--- src/rtl/htsc_pkg.sv ---
`timescale 1ns / 1ps
// Package for the hash-tagged slot cache: sizes, reset values, codes,
// transaction payload types and the sequencer state type. No dependencies.
package htsc_pkg;

  localparam int SLOTS  = 64;
  localparam int SLOT_W = $clog2(SLOTS);
  localparam int CNT_W  = SLOT_W + 1;

  localparam logic [31:0] MIN_SIZE_RST = 32'd16;
  localparam logic [31:0] MAX_SIZE_RST = 32'd5242880;

  localparam logic CMD_LOOKUP = 1'b0;
  localparam logic CMD_ADD    = 1'b1;

  localparam logic REG_MIN_SIZE = 1'b0;
  localparam logic REG_MAX_SIZE = 1'b1;

  typedef struct packed {
    logic        command;
    logic [31:0] content_hash;
    logic [31:0] transfer_size;
    logic        copy_ok;
  } in_t;

  typedef struct packed {
    logic              is_duplicate;
    logic              slot_valid;
    logic [SLOT_W-1:0] slot_index;
    logic [31:0]       duplicates_seen;
    logic [31:0]       copy_errors;
  } out_t;

  typedef enum logic [2:0] {
    ST_IDLE,
    ST_SCAN,
    ST_DECIDE,
    ST_ALLOC,
    ST_FINISH
  } state_t;

endpackage

--- src/rtl/hash_tagged_slot_cache_fifo.sv ---
`timescale 1ns / 1ps
// Top level of the hash-tagged slot cache: tag scan, LIFO free stack, FIFO age queue.
// Depends on htsc_pkg.
//
//   channel  direction  handshake                      payload
//   in_      input      in_valid / in_stall            in_data  (in_t)
//   out_     output     out_valid / out_stall          out_data (out_t)
//   cfg_     apb slave  psel/penable/pwrite, pready=1  paddr[2:0], pwdata/prdata 32b
//
// A transaction passes the scan, decide, alloc (when an add allocates a slot) and finish
// states: one shared 32-bit tag comparator walks the tag memory one entry a cycle, the
// compare pipe (tag read and compare-valid registers) drains, the decide state picks
// a slot and ST_ALLOC allocates it. rst_n is synchronous; no clearing pass is needed.
// The output register holds a result under out_stall while the next one is taken.
module hash_tagged_slot_cache_fifo
  import htsc_pkg::*;
(
  input  logic        clk,
  input  logic        rst_n,
  input  logic        in_valid,
  output logic        in_stall,
  input  in_t         in_data,
  output logic        out_valid,
  input  logic        out_stall,
  output out_t        out_data,
  input  logic        cfg_psel,
  input  logic        cfg_penable,
  input  logic        cfg_pwrite,
  input  logic [2:0]  cfg_paddr,
  input  logic [31:0] cfg_pwdata,
  output logic [31:0] cfg_prdata,
  output logic        cfg_pready
);

  state_t state_r, state_nxt;

  logic [31:0] min_size_r, max_size_r;
  in_t         item_r;

  logic [SLOTS-1:0] tag_valid_r;
  logic [31:0]      tag_mem [SLOTS];
  logic [31:0]      tag_rd_r;

  logic [SLOT_W-1:0] fs_mem [SLOTS];
  logic [SLOTS-1:0]  fs_wr_r;
  logic [SLOT_W-1:0] fs_rd_r, fs_rd_idx_r;
  logic              fs_rd_wr_r;
  logic [CNT_W-1:0]  free_cnt_r;

  logic [SLOT_W-1:0] aq_mem [SLOTS];
  logic [SLOT_W-1:0] aq_rd_r, aq_head_r, aq_tail_r;
  logic [CNT_W-1:0]  age_cnt_r;

  logic [CNT_W-1:0]  scan_cnt_r;
  logic              cmp_vld_r;
  logic [SLOT_W-1:0] cmp_idx_r;
  logic              hit_r;
  logic [SLOT_W-1:0] hit_idx_r;
  logic              src_free_r;

  logic [31:0]       dup_total_r, err_total_r;
  logic              res_dup_r, res_sv_r;
  logic [SLOT_W-1:0] res_si_r;

  logic              out_valid_r;
  out_t              out_data_r;

  logic              cfg_wr, in_acc, scan_issue, cmp_match, add_go, in_window;
  logic              fs_pop, aq_pop, fs_push, aq_push, out_load, lookup_hit;
  logic [CNT_W-1:0]  free_cnt_dec;
  logic [SLOT_W-1:0] fs_pop_addr, slot, aq_head_inc, aq_tail_inc;

  assign cfg_wr     = cfg_psel && cfg_penable && cfg_pwrite;
  assign cfg_pready = 1'b1;

  always_comb begin
    unique case (cfg_paddr[2])
      REG_MIN_SIZE: cfg_prdata = min_size_r;
      REG_MAX_SIZE: cfg_prdata = max_size_r;
      default:      cfg_prdata = '0;
    endcase
  end

  assign in_acc      = in_valid && !in_stall;
  assign scan_issue  = (state_r == ST_SCAN) && !scan_cnt_r[CNT_W-1];
  assign cmp_match   = cmp_vld_r && tag_valid_r[cmp_idx_r] &&
                       (tag_rd_r == item_r.content_hash);
  assign in_window   = (item_r.transfer_size >= min_size_r) &&
                       (item_r.transfer_size <= max_size_r);
  assign lookup_hit  = (item_r.command == CMD_LOOKUP) && in_window && hit_r;
  assign add_go      = (item_r.command == CMD_ADD) &&
                       (item_r.transfer_size <= max_size_r) && !hit_r;
  assign fs_pop      = (state_r == ST_DECIDE) && add_go && (free_cnt_r != '0);
  assign aq_pop      = (state_r == ST_DECIDE) && add_go && (free_cnt_r == '0) &&
                       (age_cnt_r != '0);
  assign free_cnt_dec = free_cnt_r - CNT_W'(1);
  assign fs_pop_addr  = free_cnt_dec[SLOT_W-1:0];
  assign slot         = src_free_r ? (fs_rd_wr_r ? fs_rd_r : fs_rd_idx_r) : aq_rd_r;
  assign fs_push     = (state_r == ST_ALLOC) && !item_r.copy_ok &&
                       (free_cnt_r < CNT_W'(SLOTS));
  assign aq_push     = (state_r == ST_ALLOC) && item_r.copy_ok &&
                       (age_cnt_r < CNT_W'(SLOTS));
  assign aq_head_inc = (aq_head_r == SLOT_W'(SLOTS - 1)) ? '0 : aq_head_r + 1'b1;
  assign aq_tail_inc = (aq_tail_r == SLOT_W'(SLOTS - 1)) ? '0 : aq_tail_r + 1'b1;
  assign out_load    = (state_r == ST_FINISH) && (!out_valid_r || !out_stall);

  always_comb begin
    state_nxt = state_r;
    in_stall  = 1'b1;
    unique case (state_r)
      ST_IDLE: begin
        in_stall = 1'b0;
        if (in_valid) state_nxt = ST_SCAN;
      end
      ST_SCAN: begin
        if (scan_cnt_r[CNT_W-1] && !cmp_vld_r) state_nxt = ST_DECIDE;
      end
      ST_DECIDE: begin
        state_nxt = (fs_pop || aq_pop) ? ST_ALLOC : ST_FINISH;
      end
      ST_ALLOC: begin
        state_nxt = ST_FINISH;
      end
      ST_FINISH: begin
        if (out_load) state_nxt = ST_IDLE;
      end
      default: state_nxt = ST_IDLE;
    endcase
  end

  always_ff @(posedge clk) begin
    if (!rst_n) begin
      state_r <= ST_IDLE;
    end else begin
      state_r <= state_nxt;
    end
  end

  always_ff @(posedge clk) begin
    if (!rst_n) begin
      min_size_r <= MIN_SIZE_RST;
      max_size_r <= MAX_SIZE_RST;
    end else if (cfg_wr) begin
      unique case (cfg_paddr[2])
        REG_MIN_SIZE: min_size_r <= cfg_pwdata;
        REG_MAX_SIZE: max_size_r <= cfg_pwdata;
        default: ;
      endcase
    end
  end

  always_ff @(posedge clk) begin
    if (in_acc) item_r <= in_data;
  end

  // tag memory: one read per scan cycle, one write on allocation with copy_ok
  always_ff @(posedge clk) begin
    if (scan_issue) tag_rd_r <= tag_mem[scan_cnt_r[SLOT_W-1:0]];
    if (aq_push) tag_mem[slot] <= item_r.content_hash;
  end

  always_ff @(posedge clk) begin
    if (fs_pop) fs_rd_r <= fs_mem[fs_pop_addr];
    if (fs_push) fs_mem[free_cnt_r[SLOT_W-1:0]] <= slot;
  end

  always_ff @(posedge clk) begin
    if (aq_pop) aq_rd_r <= aq_mem[aq_head_r];
    if (aq_push) aq_mem[aq_tail_r] <= slot;
  end

  always_ff @(posedge clk) begin
    if (fs_pop) begin
      fs_rd_idx_r <= fs_pop_addr;
      fs_rd_wr_r  <= fs_wr_r[fs_pop_addr];
    end
    if (state_r == ST_DECIDE) src_free_r <= fs_pop;
    if (scan_issue) cmp_idx_r <= scan_cnt_r[SLOT_W-1:0];
  end

  always_ff @(posedge clk) begin
    if (!rst_n) begin
      tag_valid_r <= '0;
      fs_wr_r     <= '0;
      free_cnt_r  <= CNT_W'(SLOTS);
      aq_head_r   <= '0;
      aq_tail_r   <= '0;
      age_cnt_r   <= '0;
      scan_cnt_r  <= '0;
      cmp_vld_r   <= 1'b0;
      hit_r       <= 1'b0;
      hit_idx_r   <= '0;
      dup_total_r <= '0;
      err_total_r <= '0;
      res_dup_r   <= 1'b0;
      res_sv_r    <= 1'b0;
      res_si_r    <= '0;
    end else begin
      cmp_vld_r <= scan_issue;
      if (in_acc) begin
        scan_cnt_r <= '0;
        hit_r      <= 1'b0;
      end
      if (scan_issue) scan_cnt_r <= scan_cnt_r + 1'b1;
      if (cmp_match && !hit_r) begin
        hit_r     <= 1'b1;
        hit_idx_r <= cmp_idx_r;
      end
      if (state_r == ST_DECIDE) begin
        res_sv_r  <= lookup_hit;
        res_si_r  <= lookup_hit ? hit_idx_r : '0;
        res_dup_r <= lookup_hit && item_r.copy_ok;
        if (lookup_hit && item_r.copy_ok) dup_total_r <= dup_total_r + 32'd1;
      end
      if (fs_pop) free_cnt_r <= free_cnt_dec;
      if (aq_pop) begin
        aq_head_r <= aq_head_inc;
        age_cnt_r <= age_cnt_r - CNT_W'(1);
      end
      if (state_r == ST_ALLOC) begin
        tag_valid_r[slot] <= item_r.copy_ok;
        if (item_r.copy_ok) begin
          res_sv_r <= 1'b1;
          res_si_r <= slot;
        end else begin
          err_total_r <= err_total_r + 32'd1;
        end
      end
      if (fs_push) begin
        fs_wr_r[free_cnt_r[SLOT_W-1:0]] <= 1'b1;
        free_cnt_r <= free_cnt_r + CNT_W'(1);
      end
      if (aq_push) begin
        aq_tail_r <= aq_tail_inc;
        age_cnt_r <= age_cnt_r + CNT_W'(1);
      end
    end
  end

  always_ff @(posedge clk) begin
    if (!rst_n) begin
      out_valid_r <= 1'b0;
    end else if (out_load) begin
      out_valid_r <= 1'b1;
    end else if (!out_stall) begin
      out_valid_r <= 1'b0;
    end
  end

  always_ff @(posedge clk) begin
    if (out_load) begin
      out_data_r.is_duplicate    <= res_dup_r;
      out_data_r.slot_valid      <= res_sv_r;
      out_data_r.slot_index      <= res_si_r;
      out_data_r.duplicates_seen <= dup_total_r;
      out_data_r.copy_errors     <= err_total_r;
    end
  end

  assign out_valid = out_valid_r;
  assign out_data  = out_data_r;

`ifndef ASSERT_OFF
  a_slot_conserve: assert property (@(posedge clk) disable iff (!rst_n)
    (state_r == ST_IDLE) |-> (free_cnt_r + age_cnt_r == CNT_W'(SLOTS)))
    else $error("free and age counts do not cover all slots");

  a_valid_matches_age: assert property (@(posedge clk) disable iff (!rst_n)
    (state_r == ST_IDLE) |-> ($countones(tag_valid_r) == 32'(age_cnt_r)))
    else $error("tag valid bits disagree with age queue fill");

  a_hit_is_valid: assert property (@(posedge clk) disable iff (!rst_n)
    (state_r == ST_DECIDE && hit_r) |-> tag_valid_r[hit_idx_r])
    else $error("hit reported on an invalid tag");

  a_out_from_finish: assert property (@(posedge clk) disable iff (!rst_n)
    $rose(out_valid_r) |-> $past(state_r == ST_FINISH))
    else $error("result presented outside finish state");
`endif

endmodule
--- config.mk ---
export PLATFORM = sky130hd
export DESIGN_NAME = hash_tagged_slot_cache_fifo
export DESIGN_NICKNAME = d
export VERILOG_FILES = /design/src/rtl/htsc_pkg.sv /design/src/rtl/hash_tagged_slot_cache_fifo.sv
export SDC_FILE = /design/constraint.sdc
export NUM_CORES = 2
export LEC_CHECK = 0
export BUFFER_PORTS_ARGS = -buffer_cell sky130_fd_sc_hd__buf_4
export CAP_MARGIN = 20
export CELL_PAD_IN_SITES_DETAIL_PLACEMENT = 2
export CELL_PAD_IN_SITES_GLOBAL_PLACEMENT = 2
export CORE_ASPECT_RATIO = 0.5
export CORE_MARGIN = 2
export CORE_UTILIZATION = 35
export CTS_CLUSTER_SIZE = 8
export DETAILED_ROUTE_END_ITERATION = 6
export GPL_TIMING_DRIVEN = 0
export PLACE_DENSITY_LB_ADDON = 0.1
export SLEW_MARGIN = 10
export SYNTH_ARGS = -nofsm -noshare
export SYNTH_HDL_FRONTEND = slang
export SYNTH_SLANG_ARGS = --single-unit
--- constraint.sdc ---
create_clock -name clk -period 7.2 [get_ports clk]
set_input_delay 1.44 -clock clk [delete_from_list [all_inputs] [get_ports clk]]
set_output_delay 1.44 -clock clk [all_outputs]
set_load 0.02 [all_outputs]
# Yosys cells after proc, flatten, opt, wreduce, memory -nomap -nowiden
# Memories as Yosys holds them, arrays and structs flattened. A register that Yosys moved wholly into a read port is not among the register bits.
# Cells that the tools add are included.
[classes] addsub=9 magnitude_cmp=10 n_eq_ne=11 n_mux=41 bitwise=4 reduce_logical=46
[ops] op="32-bit by 1-bit adder with 32-bit output, second input constant" n=2
[ops] op="64-bit bitwise mux" n=1
[ops] op="64-bit bitwise OR" n=1
[ops] op="32-bit case mux with 2 select lines" n=1
[ops] op="6-bit 2-to-1 mux" n=8
[ops] op="7-bit 2-to-1 mux" n=6
[ops] op="32-bit == test" n=1
[ops] op="32-bit >= comparator" n=1
[ops] op="32-bit less-or-equal comparator" n=1
[ops] op="6-bit by 7-bit less-than comparator with 1-bit output, second input constant" n=4
[ops] op="1-bit logical AND" n=25
[ops] op="7-bit by 1-bit adder with 7-bit output, second input constant" n=3
[ops] op="1-bit 2-to-1 mux" n=16
[ops] op="3-bit case mux with 5 select lines" n=1
[ops] op="7-bit less-than comparator, second input constant" n=2
[ops] op="7-bit nonzero test" n=2
[ops] op="7-bit by 1-bit subtractor with 7-bit output, second input constant" n=2
[ops] op="6-bit by 1-bit adder with 6-bit output, second input constant" n=2
[ops] op="1-bit binary-select mux with 6-bit select" n=2
[ops] op="1-bit demux with 6-bit select" n=2
[ops] op="6-bit == test, second input constant" n=2
[ops] op="6-bit by 1-bit >= comparator with 1-bit output, second input constant" n=2
[ops] op="3-bit 2-to-1 mux" n=4
[ops] op="2-bit AND reduction" n=4
[ops] op="other kinds (12)" n=26
[totals] regBits=461 ramBits=2816 inputBits=108 output_inout_bits=107 elab_cells=156 mem_count=3
[memory_table] memory="tag_mem" depth=64 width=32 rd=1 rd_clocked_by_memory_dff=1 wr=1 line_no="hash_tagged_slot_cache_fifo.sv:41" text="logic [31:0] tag_mem [SLOTS];"
[memory_table] memory="aq_mem" depth=64 width=6 rd=1 rd_clocked_by_memory_dff=1 wr=1 line_no="hash_tagged_slot_cache_fifo.sv:50" text="logic [SLOT_W-1:0] aq_mem [SLOTS];"
[memory_table] memory="fs_mem" depth=64 width=6 rd=1 rd_clocked_by_memory_dff=1 wr=1 line_no="hash_tagged_slot_cache_fifo.sv:44" text="logic [SLOT_W-1:0] fs_mem [SLOTS];"

# Longest topological paths before layout
[depth] word_depth=9 mapped_depth=13 depth_no_buf=13

# Least setup slack after synthesis
# Ideal clock, no wire load.
[synth_path] kind="reg-to-reg" from="register fs_rd_wr_r" to="memory tag_mem[1][0] (enable)" setup_ns=0.421 arrival_time_ns=6.579 required_time_ns=6.779 path_slack_ns=0.200 stages_incl_launch_ff=8 n_path_buf=2 period_less_slack_ns=7.000 path_cell_list="edfxtp_1 > clkbuf_1 > mux2i_1 > a21oi_1 > and2_1 > nand2_1 > clkbuf_1 > nor2_1"
[synth_via] elab_chain_cells=2
[synth_lines] element="start, declared" line_no="hash_tagged_slot_cache_fifo.sv:47" text="logic fs_rd_wr_r;"
[synth_lines] element="start signal, assigned" line_no="hash_tagged_slot_cache_fifo.sv:175" text="fs_rd_wr_r <= fs_wr_r[fs_pop_addr];"
[synth_lines] element="6-bit 2-to-1 mux (2 in a row)" line_no="hash_tagged_slot_cache_fifo.sv:98" text="assign slot = src_free_r ? (fs_rd_wr_r ? fs_rd_r : fs_rd_idx_r) : aq_rd_r;"
[synth_lines] element="net slot[0]" line_no="hash_tagged_slot_cache_fifo.sv:71" text="logic [SLOT_W-1:0] fs_pop_addr, slot, aq_head_inc, aq_tail_inc;"
[synth_lines] element="end, declared" line_no="hash_tagged_slot_cache_fifo.sv:41"
# The timed path passes the listed nets, and every way through them passes these cells.

# Worst setup path after layout
[layout_path] from="register free_cnt_r[0]" to="register fs_rd_r[3] (read register of fs_mem), data pin"
[layout_via] word_cells_on_any_way=3 classes_between="add/sub (1); reduce/logical (2)"
[layout_rtl] element="start, declared" line_no="hash_tagged_slot_cache_fifo.sv:48" text="logic [CNT_W-1:0] free_cnt_r;"
[layout_rtl] element="start signal, assigned" line_no="hash_tagged_slot_cache_fifo.sv:185" text="free_cnt_r <= CNT_W'(SLOTS);"
[layout_rtl] element="start signal, assigned" line_no="hash_tagged_slot_cache_fifo.sv:215" text="if (fs_pop) free_cnt_r <= free_cnt_dec;"
[layout_rtl] element="start signal, assigned" line_no="hash_tagged_slot_cache_fifo.sv:231" text="free_cnt_r <= free_cnt_r + CNT_W'(1);"
[layout_rtl] element="7-bit by 1-bit subtractor with 7-bit output" line_no="hash_tagged_slot_cache_fifo.sv:96" text="assign free_cnt_dec = free_cnt_r - CNT_W'(1);"
[layout_rtl] element="net free_cnt_dec[0]" line_no="hash_tagged_slot_cache_fifo.sv:70" text="logic [CNT_W-1:0] free_cnt_dec;"
[layout_rtl] element="end, declared" line_no="hash_tagged_slot_cache_fifo.sv:46" text="logic [SLOT_W-1:0] fs_rd_r, fs_rd_idx_r;"
# The timed path passes the listed nets, and every way through them passes these cells.
# A chain may end at the register's enable or synchronous reset.

==> flow_metrics.py <==
metrics = {
    "run_status": {
        "status": "complete, no violations",
    },
    "synth": {
        "synth_edf_count": 3012,
        "yosysMostFrequentCell": "edfxtp_1",
        "syn-mean-instance-area_sq_um": 20.24,
        "synth_top_family_by_area": "multiplexers",
        "netlist_area_sq_um": 128700,
        "synth_seq_cells": 3321,
        "synth_area_leaders": "edfxtp_1 (70%), mux4_2 (17%), dfxtp_1 (4.8%)",
        "synth_common_cells": "edfxtp_1 (3012), mux4_2 (945), nor2_1 (467)",
        "synth-seq-area-share": 0.7506,
        "synth_xor_area_frac": 0.006259,
        "synthSimpleGateAreaFrac": 0.03494,
        "synth_top_area_frac": 0.7026,
        "synth_area_leader_cell": "edfxtp_1",
        "muxShareOfSynthArea": 0.1700,
        "synth_cells": 6360,
        "async_reset_ff_frac": 0,
        "synth_cell_type_count": 68,
        "synth_compound_area_frac": 0.01752,
        "synth-adder-area-share": 0.007639,
        "synth_ff_type": "edfxtp_1",
        "syn_nets": 6546,
        "yosys_warnings": 0,
    },
    "clocking": {
        "numCtsBuffers": 457,
        "post_cts_buffers": 0,
        "cts_tree": "yes",
        "cts.sinks": 3321,
        "clk_pin_slew_ns": 0.05,
        "ctsResizeCount": 0,
        "clk_latency_ns": 0.98,
        "clock_path_buffers": 4,
        "cts-htree-levels": 5,
        "cts-hold-fix-buffers": 0,
        "cts_root_buf": "clkbuf_16",
    },
    "floorplan": {
        "die_w_microns": 861.7,
        "ios": 215,
        "core_sq_um": 366000,
        "die_y_microns": 432.8,
        "dieArea_sq_um": 373000,
        "row_count": 157,
        "initial_core_util": 0.3518,
    },
    "routing": {
        "drt_wl_total_microns": 418400,
        "ant_nets": 0,
        "drcViolationCount": 0,
        "routedWlPerCell_microns": 33.82,
        "vias": 68101,
        "drtIter0Drc": 6729,
        "drt_pass1_iterations": 5,
        "viasPerCell": 5.504,
    },
    "global_routing": {
        "grt_first_pass_wirelength_microns": 584000,
        "antenna_found_initial": 31,
        "overflow": 0,
        "grt_pass1_vias": 73496,
        "grt_max_degree": 102,
        "grtUsageTotal": 0.2219,
    },
    "worst_setup_path": {
        "critPathLaunchType": "flip-flop",
        "crit_chain": "buf_2 -> buf_1 -> clkbuf_1 -> inv_1 -> ha_1 -> clkbuf_1 -> clkbuf_1 -> buf_1 -> mux4_2 -> mux4_2 -> a211oi_1 -> a21oi_1",
        "cp.buffers_inverters": 7,
        "worstPathRequired_ns": 7.86,
        "max_stage_delay_ns": 0.70,
        "cp_top_family": "buffers and inverters",
        "crit_arrival_ns": 6.97,
        "crit_slowest_cell": "buf_1",
        "cp_common_cell": "clkbuf_1",
        "cp-end-kind": "flip-flop",
        "criticalPathCategory": "reg -> reg",
        "crit_fanout": 10,
    },
    "timing": {
        "setup-violations-final": 0,
        "timing.setup.tns_ns": 0,
        "setup_slack_ns": 0.8903,
        "tightestPinTransition_ns": 1.190,
        "drv_slew": 0,
        "slew_headroom": 0.2045,
        "rsz0062_at_grt": "no",
        "period_share": 0.8763,
        "hold_viol": 0,
        "post-route-min-period_ns": 6.310,
        "fin_skew_ns": 0.09888,
        "fmax_mhz": 158.5,
    },
    "placement": {
        "dp_hpwl_microns": 288600,
        "placed_cells": 11743,
        "gp_congestion": 0.7837,
        "io_buffers": 210,
        "place_ws_ns": 0.7705,
    },
    "cells_and_area": {
        "area_delta_synth_final_pct": 20.41,
        "nNetsFinal": 7488,
        "drive_gt1_frac": 0.2772,
        "final_cells": 12373,
    },
    "flow_run": {
        "drv_cap": 0,
    },
    "power_and_ir_drop": {
        "power_density_nw_per_um2": 270.8,
        "p_leak_nw": 47.39,
        "ir_drop_mv": 0.2060,
    },
    "hold_path": {
        "hold_path.class": "reg -> reg",
    },
}
report_power, final:
group | switching (mW) | internal [mW] | total, mW | leakage, nW
logic | 0.894 | 0.635 | 1.53 | 11.8
clock network | 7.92 | 11.4 | 19.3 | 5.93
registers | 0.0833 | 21.0 | 21.1 | 29.6
kinds of logic after synthesis:
logic type | after synthesis
other | 1
AND/OR/NAND/NOR | 1020
adder cells (fa/ha/maj) | 78
flip-flops | 3321
XOR/XNOR | 92
multiplexers | 1003
AO/OA/AOI/OAI | 411
buffers and inverters | 434
worst reg2reg max path: stages, from the launching register on:
cell	delay (ns)
dfxtp_1	0.33
buf_2	0.35
buf_1	0.70
clkbuf_1	0.60
inv_1	0.38
ha_1	0.39
clkbuf_1	0.34
clkbuf_1	0.63
buf_1	0.70
mux4_2	0.46
mux4_2	0.55
a211oi_1	0.40
a21oi_1	0.17
registers in the layout (all words and copies together), names as in the netlist, 7 cells and up:
register / count
tag_mem: 2048
aq_mem: 384
fs_mem: 384
out_data: 72
item_r: 66
fs_wr_r: 64
tag_valid_r: 64
dup_total_r: 32
err_total_r: 32
max_size_r: 32
min_size_r: 32
tag_rd_r: 32
age_cnt_r: 7
free_cnt_r: 7
scan_cnt_r: 7
area by class of cell:
type	count	area (sq um)
Multi-Input combinational cell	2605	30960
Clock buffer	579	12020
Inverter	112	449.2
Timing Repair Buffer	483	7295
Buffer	322	1296
Tap cell	4929	6167
Antenna cell	8	20.02
Sequential cell	3321	96630
Fill cell	33396	211000
Clock inverter	14	173.9
path summary, 6_finish.rpt:
check	start	cells after the start	end	slack, ns
worst max-delay path	free_cnt_r[0]$_SDFFE_PN0P_	12	fs_rd_r[3]$_DFFE_PP_	0.89
worst max register to register	free_cnt_r[0]$_SDFFE_PN0P_	12	fs_rd_r[3]$_DFFE_PP_	0.89
worst min-delay path	dup_total_r[21]$_SDFFE_PN0P_	0	out_data[53]$_DFFE_PP_	0.41
worst min register to register	dup_total_r[21]$_SDFFE_PN0P_	0	out_data[53]$_DFFE_PP_	0.41
per-stage QoR:
| stage | power (mW) | instance area (sq um) | hold slack [ns] | utilization |
|---|---|---|---|---|
| finish | 41.98 | 155000 | 0.4120 | 0.4236 |
| detailed placement | 23.02 | 142400 | 0.4265 | 0.3892 |
| floorplan | 22.23 | 128700 | 0.4064 | - |
| global placement | 22.83 | 136500 | 0.4201 | 0.3729 |
| CTS | 42.43 | 154600 | 0.3978 | 0.4225 |
| global route | 43.23 | 155000 | 0.4292 | 0.4235 |
cell usage in the layout, fill, tap and decap left out, drive strengths merged, types with 18 or more instances in the layout:
master,n
mux4,945
or3,22
ha,77
a21oi,201
xnor2,65
nor3,18
nor4,19
clkbuf,805
o21ai,141
xor2,27
mux2i,44
nor2,467
nand2,269
nand3,111
nand4,38
dfxtp,309
inv,119
buf,579
nor2b,18
edfxtp,3012
metal layers:
layer,share of wire,global-route usage,vias to the layer above
li1,-,-,27822
met1,0.44,0.3113,37674
met2,0.49,0.3688,2088
met3,0.051,0.03267,517
met4,0.023,0.05017,0
met5,0,0,-
Power figures use the tool's default switching activity.
